[src/hdl/mpp_pkg.sv]
// Shared constants and control types for the minimum palindrome partition block.
// Used by the controller, the datapath, the top level and the port checker.
// Depends on nothing.
package mpp_pkg;

  // Capacity of one string in bytes.
  localparam int unsigned MAX_LEN   = 1024;
  // Index of a stored byte.
  localparam int unsigned ADDR_W    = $clog2(MAX_LEN);
  // Length of a string, which can reach MAX_LEN itself.
  localparam int unsigned LEN_W     = $clog2(MAX_LEN + 1);
  // Prefix count table holds one entry per prefix length, empty prefix included.
  localparam int unsigned CNT_DEPTH = MAX_LEN + 1;

  // Field widths on the stream ports.
  localparam int unsigned CHAR_W    = 8;
  localparam int unsigned COUNT_W   = 11;
  localparam int unsigned START_W   = 10;
  localparam int unsigned M_TDATA_W = 24;
  localparam int unsigned M_PAD_W   = M_TDATA_W - COUNT_W - START_W;

  // Commands from the controller to the datapath.
  typedef struct packed {
    logic start;  // input transfer taken: latch the byte and set up the sweep
    logic issue;  // read the stores at the current start position
    logic load;   // move the result into the output register
  } ctrl_cmd_t;

  // Status from the datapath to the controller.
  typedef struct packed {
    logic ovf_next;    // the byte being taken does not fit in the string
    logic sweep_done;  // the current start position is the newest byte
  } dp_status_t;

endpackage

[src/hdl/mpp_ctrl.sv]
// Controller of the minimum palindrome partition block: sequences the sweep over
// start positions and owns both stream handshakes. Depends on mpp_pkg.
module mpp_ctrl (
  input  logic                clk_i,
  input  logic                rst_ni,
  input  logic                in_valid_i,
  output logic                in_ready_o,
  output logic                out_valid_o,
  input  logic                out_ready_i,
  input  mpp_pkg::dp_status_t status_i,
  output mpp_pkg::ctrl_cmd_t  cmd_o
);

  localparam logic [1:0] StIdle  = 2'd0;
  localparam logic [1:0] StSweep = 2'd1;
  localparam logic [1:0] StDrain = 2'd2;
  localparam logic [1:0] StOut   = 2'd3;

  logic [1:0] state_q, state_d;
  logic       out_valid_q, out_valid_d;
  logic       load;

  assign in_ready_o = (state_q == StIdle);
  assign load       = (state_q == StOut) && (!out_valid_q || out_ready_i);

  // Next state.
  always_comb begin
    state_d = state_q;
    case (state_q)
      StIdle: begin
        if (in_valid_i) begin
          state_d = status_i.ovf_next ? StOut : StSweep;
        end
      end
      StSweep: begin
        if (status_i.sweep_done) begin
          state_d = StDrain;
        end
      end
      StDrain: begin
        state_d = StOut;
      end
      StOut: begin
        if (load) begin
          state_d = StIdle;
        end
      end
      default: begin
        state_d = StIdle;
      end
    endcase
  end

  // The output register holds a result until its transfer completes.
  always_comb begin
    out_valid_d = out_valid_q;
    if (load) begin
      out_valid_d = 1'b1;
    end else if (out_ready_i) begin
      out_valid_d = 1'b0;
    end
  end

  always_ff @(posedge clk_i or negedge rst_ni) begin
    if (!rst_ni) begin
      state_q     <= StIdle;
      out_valid_q <= 1'b0;
    end else begin
      state_q     <= state_d;
      out_valid_q <= out_valid_d;
    end
  end

  assign out_valid_o = out_valid_q;
  assign cmd_o.start = in_valid_i && (state_q == StIdle);
  assign cmd_o.issue = (state_q == StSweep);
  assign cmd_o.load  = load;

endmodule

[config.mk]
export PLATFORM = sky130hd
export DESIGN_NAME = mpp_ctrl
export DESIGN_NICKNAME = d
export VERILOG_FILES = /design/src/hdl/mpp_pkg.sv /design/src/hdl/mpp_ctrl.sv
export SDC_FILE = /design/constraint.sdc
export NUM_CORES = 1
export LEC_CHECK = 0
export ABC_CLOCK_PERIOD_IN_PS = 3510
export BUFFER_PORTS_ARGS = -buffer_cell sky130_fd_sc_hd__buf_2
export CELL_PAD_IN_SITES_DETAIL_PLACEMENT = 0
export CELL_PAD_IN_SITES_GLOBAL_PLACEMENT = 2
export CORE_AREA = 2 2 39 41
export DETAILED_ROUTE_END_ITERATION = 12
export DIE_AREA = 0 0 41 43
export PLACE_DENSITY_LB_ADDON = 0.1
export SLEW_MARGIN = 40
export SYNTH_ARGS = -nofsm -noshare
export SYNTH_HDL_FRONTEND = slang
export SYNTH_SLANG_ARGS = --single-unit
[constraint.sdc]
create_clock -name clk_i -period 3.51 [get_ports clk_i]
set_input_delay 0.1755 -clock clk_i [delete_from_list [all_inputs] [get_ports clk_i]]
set_output_delay 0.1755 -clock clk_i [all_outputs]
set_load 0.005 [all_outputs]
==> results.md, run 1 <==
- Status: finished clean
- Xor/xnor share of the synthesized area: 0%
- DR vias/cell: about 3.6
- Worst Skew: slightly below 4 ps
- Commonest non-fill, non-tap cell in the layout: buf_2
- Synth warn: 0
- Die Wd: roughly 41 microns
- Ant diodes: 0
- Slew Viols, Final: 0
- # clock sinks: 3
- Comb pwr share: between 50 and 60%
- Clock buffer depth: 2
- Worst Tran Pin Value: roughly 230 ps
- H-tree levels: 1
- Core Area: about 1400 sq um
- Port bufs: 10
- FP Rows: 14
- DRC: 0
- Critical Path Start: state_q[0]
- Internal: between 0.15 and 0.2 mW
- Final worst-path cycle share: 41.3%
- Total number of vias: roughly 190
- Seq/Total Area, Yosys: about a third
- Post-route cell area: ~330 sq um
- Syn_area_per_cell: 10.3 sq um
- Share of cells above drive strength 1: between 40% and 50%
- Largest family of logic cells by synthesized area: adder cells
- Sw frac: between 30% and 40%
- Critical path capture point type: output pin
- Startpoint Class: flip-flop
- TNS Setup: 0 ps
- Rel. slew slack: a little over four fifths
- RSZ-0062 raised after global routing: no
- Reg clk slew, reported paths: 30 ps
- Total Routing Usage GR: about 6.7%
- WL/cell: 8.21 microns
- Cell Pwr Density: 831 nW/um^2
- Post-Syn Nets: 32
- Largest net degree at the start of global routing: 6
- Hold_ws: approximately 240 ps
- Final setup fails: 0
- Crit path max-delay cell type: dfrtp_1
- WHS Path Cells: 3
- Placed cell count: 47
- Final Critical Period: 1450 ps
- Synth Instances: 22
- Register bit count reported by yosys: 3
- Reg power frac: 24.8%
- Number of max-cap violations: 0
- Leakage: 0.176 nW
- Fin cells: 52
- Inserted Clock Buffers: 3
- Initial antenna violation count: 0
- Worst r2r src: state_q[0]
- I/O pins: 11
- Critical path cell sequence: inv_1 > ha_1 > and2_2 > buf_2
- Gpl congestion: between 0.6 and 0.7
- Sw Pwr: 0.103 mW
- Critical Path RT: between 3000 and 4000 ps
- Fmax: slightly below 0.7 GHz
- Final WL: ~430 microns
- Dpl hpwl: between 300 and 400 microns
- Die area: roughly 1800 sq um
- Path depth of the worst reg2reg path: 5
- CTS root buffer: clkbuf_4
- Yosys cell types: 12
- Grt ovf: 0
- Final Util: a little under a quarter
- Final hold violation count: 0
- DRT Pass-1 Iters: 1
- Post-synthesis adder-cell area fraction: ~22%
- P&R area growth vs syn: 43.6%
- Post-Synth Simple-Gate Area: around 15%
- Skew-Pair Late Insertion Delay: around 230 ps
- Die Y: around 43 microns
- Post-Syn Area: between 200 and 250 sq um
- Most frequent cells in the layout: buf_2 (10), ha_1 (4), mux2i_1 (3), clkbuf_4 (3), dfrtp_1 (3)
- Vias in the first global route: ~190
- Nets: 47
- CTS tree: yes
- Worst EP arrival: about 1300 ps
- Initial Util: between 15 and 20%
- CP max FO: 5
- Iter 0 DRT Violations: 0
- Antenna Violating Nets Remaining: 0
- Largest stage delay, worst path: a little under 400 ps
- Post-synthesis mux area share: between 10% and 20%
- Global-route wire length before repair: around 750 microns
- Placed inst area: approximately 290 sq um
- Clock power frac: between 20% and 30%
- Compound-Gate Fraction of Synth Area: 6.63%
- Tightest Hold Check Type: in -> reg
- VDD IR-drop max: between 300 and 400 uV
- Critical path class: reg -> out
- Worst Hold Launch: status_i[1]
[flip-flops by register name, indices dropped and copies added (netlist names)]
| name | cells |
|---|---|
| out_valid_o | 1 |
| state_q | 2 |
[synth_stat cells, drive strengths merged]
cell	number	area, sq um
nand2b	2	12.5
dfrtp	3	75.1
ha	4	50.1
mux2i	3	30.0
buf	1	7.51
o221ai	1	15.0
nand2	1	3.75
nor2	1	3.75
and2	2	13.8
inv	4	15.0
[cells by family after synthesis]
logic type | Yosys count
buffers and inverters | 5
flip-flops | 3
multiplexers | 3
AND/OR/NAND/NOR | 6
adder cells (fa/ha/maj) | 4
AO/OA/AOI/OAI | 1
[metal layers]
metal | vias to the layer above | global-route usage, % | wire (microns)
met2 | 4 | 9.69 | 225
met3 | 0 | 4.71 | 18
li1 | 97 | - | -
met5 | - | 0 | 0
met1 | 85 | 6.77 | 183
met4 | 0 | 4.00 | 0
[path summary, 6_finish.rpt]
| path | to | slack (ps) |
|---|---|---|
| min in group asynchronous | out_valid_o | 270 |
| worst max-delay path | cmd_o[2] | 2060 |
| max in group asynchronous | state_q[1] | 3130 |
| worst min register to register | out_valid_o | 540 |
| worst max register to register | state_q[0] | 2150 |
| worst min-delay path | state_q[1] | 240 |
[critical path, delay by kind of cell (launching register included)]
family | cells | cell delay (ps)
simple gates | 1 | 170
flops | 1 | 390
fa+ha+maj | 1 | 270
buf+inv | 2 | 210
[timing repair]
item	in CTS	in global routing
hold buffers	1	0
gates resized for setup	0	0
buffers inserted	0	0
endpoints found under the hold margin	3	0
[stage by stage]
step / power, mW / worst slack [ps]
detailed placement: 0.216 / 2120
floorplan: 0.175 / 2260
global placement: 0.218 / 2120
finish: 0.270 / 2060
global route: 0.305 / 1930
CTS: 0.280 / 2030
[power by group through the flow]
stage | logic [mW] | clock network, mW | registers, mW
after global routing | 0.168 | 0.0675 | 0.0698
after CTS | 0.150 | 0.0623 | 0.0676
final | 0.143 | 0.0598 | 0.0670
after detailed placement | 0.149 | 0 | 0.0675
after floorplan | 0.110 | 0 | 0.0654
after global placement | 0.150 | 0 | 0.0680
[cell type report]
class	count	area (sq um)
clock buffers	4	26.3
fillers	152	1060
inverters	4	15.0
multi-input cells	14	129
flip-flops and latches	3	75.1
well taps	16	20.0
repair buffers	11	60.1
Note: power is estimated with default switching activity, not from simulation.
==> run 2, diff against run 1 <==
--- a/config.mk
+++ b/config.mk
@@ -5,7 +5,7 @@
 export SDC_FILE = /design/constraint.sdc
 export NUM_CORES = 1
 export LEC_CHECK = 0
-export ABC_CLOCK_PERIOD_IN_PS = 3510
+export ABC_CLOCK_PERIOD_IN_PS = 1350
 export BUFFER_PORTS_ARGS = -buffer_cell sky130_fd_sc_hd__buf_2
 export CELL_PAD_IN_SITES_DETAIL_PLACEMENT = 0
 export CELL_PAD_IN_SITES_GLOBAL_PLACEMENT = 2
==> constraint.sdc (replaced) <==
create_clock -name clk_i -period 1.35 [get_ports clk_i]
set_input_delay 0.0675 -clock clk_i [delete_from_list [all_inputs] [get_ports clk_i]]
set_output_delay 0.0675 -clock clk_i [all_outputs]
set_load 0.005 [all_outputs]
==> run 2 against run 1 <==
  * Worst hold slack worse by 97 ps
  * Register-to-register slack worse by 2000 ps
  * Die area unchanged
  * Critical path depth unchanged
  * Critical path type unchanged
  * Largest power group unchanged
==> results.md, run 2 (synthesis results as in run 1) <==
- Pre-CTS WS: ~53 ps
- Fmax: 0.780 GHz
- DRC: 0
- Top Family by Delay on Critical Path: flip-flops
- Worst EP arrival: 1210 ps
- Startpoint Class: flip-flop
- Grt ovf: 0
- # clock sinks: 3
- Area taken by multi-input logic gates: 141 sq um
- Number of max-cap violations: 0
- Total number of vias: a little over 200
- Largest net degree at the start of global routing: 5
- Critical path class: reg -> out
- Final Critical Period: 1280 ps
- WL/cell: 9.36 microns
- Die area: 1760 sq um
- Inserted Clock Buffers: 3
- Antenna Violating Nets Remaining: 0
- Largest stage delay, worst path: 380 ps
- Die Wd: ~41 microns
- Worst Skew: 1.92 ps
- Initial antenna violation count: 0
- CTS root buffer: clkbuf_4
- Global-route wire length before repair: between 800 and 900 microns
- Dpl hpwl: about 420 microns
- DR vias/cell: about 3.7
- H-tree levels: 1
- Busiest grt layer: met2
- Tightest Hold Check Type: in -> reg
- FP Rows: 14
- Post-route cell area: 360 sq um
- Sequential cell area: 75.1 sq um
- VDD IR-drop max: about 650 uV
- CTS tree: yes
- Nets: 50
- Fill count: ~160
- Path depth of the worst reg2reg path: 5
- Port bufs: 10
- Reg clk slew, reported paths: around 30 ps
- Initial Util: between 10% and 20%
- Worst Tran Pin Value: 235 ps
- Critical Path RT: ~1300 ps
- PnR worst setup slack: ~68 ps
- GR Util met3: 3.14%
- Ant diodes: 0
- Status: finished clean
- CP max FO: 2
- Slew Viols, Final: 0
- Critical path cell sequence: buf_4 > ha_1 > and2_1 > buf_2
- Iter 0 DRT Violations: 0
- P&R area growth vs syn: 59.1%
- Die Y: approximately 43 microns
- DRT Pass-1 Iters: 1
- Clock buffer depth: 2
- GR Util met1: under 10%
- Final worst-path cycle share: between 90 and 100%
- Met2 Track Usage GR: about 11%
- Final hold violation count: 0
- Final setup fails: 0
- Final Util: between 20% and 30%
- Largest Register: state_q
- Crit path max-delay cell type: dfrtp_1
- Skew-Pair Late Insertion Delay: 230 ps
- Max reg flops: 2
- Total Routing Usage GR: ~8%
- Core Area: ~1400 sq um
- WP buf/inv: 2
- Cell Pwr Density: 2290 nW/um^2
- Vias in the first global route: approximately 230
- Gpl congestion: ~0.64
- Commonest non-fill, non-tap cell in the layout: buf_2
- RSZ-0062 raised after global routing: no
- Critical path capture point type: output pin
- Leakage: between 0.15 and 0.2 nW
- TNS Setup: 0 ps
- Most frequent cells in the layout: buf_2 (10), inv_2 (4)
- Design Power: 0.826 mW
- I/O pins: 11
- Share of cells above drive strength 1: between 50% and 60%
- Placed inst area: 297 sq um
- Final WL: around 520 microns
- Rel. slew slack: around 84%
- WHS Path Cells: 3
- Levels on crit path: 4
[run 2: cell types whose count changed in the layout (fill, tap and decap cells not counted)]
cell | previous run | this run
buf_4 | 0 | 3
inv_2 | 2 | 4
ha_1 | 4 | 3
ha_4 | 0 | 1
inv_1 | 2 | 0
[run 2: worst paths after layout]
path                        startpoint          end  slack, ps
setup / recovery            state_q[0]     cmd_o[0]         70
hold reg to reg            out_valid_o  out_valid_o        540
max in group asynchronous       rst_ni   state_q[1]       1090
setup reg to reg            state_q[0]   state_q[1]        140
min in group asynchronous       rst_ni  out_valid_o        160
hold / removal             status_i[1]   state_q[1]        150
[run 2: what timing repair did]
item                                    4_1_cts  5_1_grt
hold buffers                                  1        0
endpoints found under the hold margin         3        0
gates resized for setup                       1        3
buffers inserted                              2        1
endpoints found under the setup margin        1        1
[run 2: layer usage]
layer / wire [microns] / share of wire [%]
met1: 198 / 38
met2: 275 / 53
met5: 0 / 0
met4: 19 / 3.7
met3: 21 / 4.1
[run 2: layout make-up]
type | count | area share [%]
sequential | 3 | 20.8
clock buffer | 4 | 7.29
tap | 16 | 5.56
multi-input combinational | 14 | 39.2
inverter | 4 | 4.17
timing repair buffer | 14 | 22.9
[run 2: power breakdown]
part / leakage, nW / total [mW] / switching, mW / internal, mW
clock: 0.0150 / 0.153 / 0.0427 / 0.110
sequential: 0.0358 / 0.169 / 0.0283 / 0.140
combinational: 0.138 / 0.504 / 0.235 / 0.269
[run 2: worst reg2reg max path, cell delays in order, from the launching register on]
cell      delay (ps)
dfrtp_1          380
inv_2            100
ha_4             170
inv_2             40
o221ai_2         230
mux2i_1          210
[run 2: stage by stage]
step	hold slack [ps]	instances
floorplan	-228	22
global placement	-133	48
detailed placement	-134	48
CTS	151	55
global route	169	55
finish	148	55
==> run 3, diff against run 2 <==
--- a/config.mk
+++ b/config.mk
@@ -5,7 +5,7 @@
 export SDC_FILE = /design/constraint.sdc
 export NUM_CORES = 1
 export LEC_CHECK = 0
-export ABC_CLOCK_PERIOD_IN_PS = 1350
+export ABC_CLOCK_PERIOD_IN_PS = 1300
 export BUFFER_PORTS_ARGS = -buffer_cell sky130_fd_sc_hd__buf_2
 export CELL_PAD_IN_SITES_DETAIL_PLACEMENT = 0
 export CELL_PAD_IN_SITES_GLOBAL_PLACEMENT = 2
==> constraint.sdc (replaced) <==
create_clock -name clk_i -period 1.3 [get_ports clk_i]
set_input_delay 0.065 -clock clk_i [delete_from_list [all_inputs] [get_ports clk_i]]
set_output_delay 0.065 -clock clk_i [all_outputs]
set_load 0.005 [all_outputs]
==> run 3 against run 2 <==
  * Count of clock-buffer cells in the layout unchanged
  * Global-route usage unchanged
  * Non-clock buffer count unchanged
  * Clock skew hardly changed
  * Worst setup slack improved by 18 ps
  * Utilization grew 2.4 points
  * Final cell count did not move
  * Total power grew 13%
  * Sequential power increased by 3%
  * Design area up 9.0%
  * Combinational power rose by 19%
  * Critical path type unchanged
  * Largest power group unchanged
==> results.md, run 3 (synthesis results as in run 1) <==
- Sequential cell area: between 70 and 80 sq um
- Largest net degree at the start of global routing: 5
- Final Critical Period: roughly 1200 ps
- CTS root buffer: clkbuf_4
- Path depth of the worst reg2reg path: 6
- H-tree levels: 1
- Final hold violation count: 0
- Grt ovf: 0
- Critical Path Start: state_q[1]
- Placed cell count: 48
- Tightest Hold Check Type: in -> reg
- Antenna Violating Nets Remaining: 0
- Worst setup endpoint: cmd_o[0]
- Nets: 50
- Skew-Pair Late Insertion Delay: around 230 ps
- Initial Util: between 15 and 20%
- Critical path capture point type: output pin
- FP Rows: 14
- Status: finished clean
- # clock sinks: 3
- PnR worst setup slack: 86.0 ps
- Gpl congestion: about 0.64
- Most frequent cells in the layout: buf_2 (9), inv_2 (4)
- Max reg flops: 2
- Final WL: roughly 530 microns
- Die area: around 1800 sq um
- Worst r2r src: state_q[1]
- Vias in the first global route: 234
- TNS Setup: 0 ps
- Worst Tran Pin Value: just over 200 ps
- Dpl hpwl: 415 microns
- Area taken by multi-input logic gates: 168 sq um
- Commonest non-fill, non-tap cell in the layout: buf_2
- RSZ-0062 raised after global routing: no
- P&R area growth vs syn: 73.5%
- DRC: 0
- Total Routing Usage GR: ~8.0%
- Initial antenna violation count: 0
- Number of max-cap violations: 0
- Fill count: roughly 160
- Ant diodes: 0
- Crit Reg-Reg Endpoint: state_q[1]
- Total number of vias: 210
- Worst EP arrival: between 1000 and 1500 ps
- DRT Pass-1 Iters: 1
- Leakage: around 0.19 nW
- DR vias/cell: 3.82
- Die Wd: around 41 microns
- Port bufs: 10
- Worst Skew: 1.94 ps
- Global-route wire length before repair: 862 microns
- Share of cells above drive strength 1: roughly 64%
- Final Util: between 20 and 30%
- WL/cell: approximately 9.6 microns
- Fmax: 0.824 GHz
- Design Power: 0.932 mW
- Rel. slew slack: between 80% and 90%
- Die Y: 43 microns
- Iter 0 DRT Violations: 0
- Startpoint Class: flip-flop
- Largest Register: state_q
- CP max FO: 2
- Fin cells: 55
- Cell Pwr Density: 2370 nW/um^2
- Core Area: between 1000 and 1500 sq um
- VDD IR-drop max: between 700 and 800 uV
- R2R setup slack: approximately 86 ps
- Inserted Clock Buffers: 3
- Clock buffer depth: 2
- Final setup fails: 0
- Critical path class: reg -> out
- Reg clk slew, reported paths: about 30 ps
- Final worst-path cycle share: between 90% and 100%
- Critical Path RT: roughly 1200 ps
- I/O pins: 11
- Pre-CTS WS: about 3 ps
- Slew Viols, Final: 0
- CTS tree: yes
[run 3: cell types whose count changed in the layout (fill, tap and decap cells not counted)]
cell and delta:
ha_1 -2, o221ai_4 +1, o221ai_2 -1, ha_4 +1, buf_2 -1, buf_6 +1, ha_2 +1
[run 3: worst min path at each step]
stage,from,end,slack [ps],cells after the start
after floorplan,rst_ni,out_valid_o,-230,0
after global placement,rst_ni,state_q[0],-140,1
after detailed placement,rst_ni,state_q[0],-140,1
after CTS,rst_ni,out_valid_o,150,2
after global routing,rst_ni,state_q[0],160,2
final,status_i[1],state_q[1],150,3
[run 3: cell type report]
class / instances / area share [%]
well taps: 16 / 5.10
repair buffers: 14 / 22.6
flip-flops and latches: 3 / 19.1
clock buffers: 4 / 6.69
multi-input cells: 14 / 42.7
inverters: 4 / 3.82
[run 3: per-layer routing]
metal | global-route usage [%] | up-vias | part of all wire, %
li1 | - | 103 | -
met1 | 7.10 | 99 | 36
met2 | 11.6 | 6 | 57
met3 | 3.14 | 2 | 3.8
met4 | 10.0 | 0 | 3.6
met5 | 0 | - | 0
[run 3: through the flow]
step | hold WS, ps | area (sq um)
after global placement | -136 | 297
after detailed placement | -137 | 297
after CTS | 149 | 367
after floorplan | -231 | 226
final | 146 | 393
after global routing | 161 | 393
[run 3: what timing repair did]
item | 4_1_cts | 5_1_grt
endpoints found under the hold margin | 3 | 0
buffers inserted | 2 | 1
resized for setup | 6 | 4
hold buffers | 1 | 0
endpoints found under the setup margin | 1 | 3
pin swaps | 0 | 1
[run 3: power by group]
group	internal (mW)	switching, mW	leakage (nW)
clock	0.115	0.0443	0.0150
combinational	0.316	0.283	0.139
sequential	0.146	0.0285	0.0358
total	0.576	0.356	0.189
[run 3: worst max-delay path: stages (launching register included)]
cell and delay (ps):
dfrtp_1 380, buf_4 150, ha_4 150, and2_1 120
buf_2 120
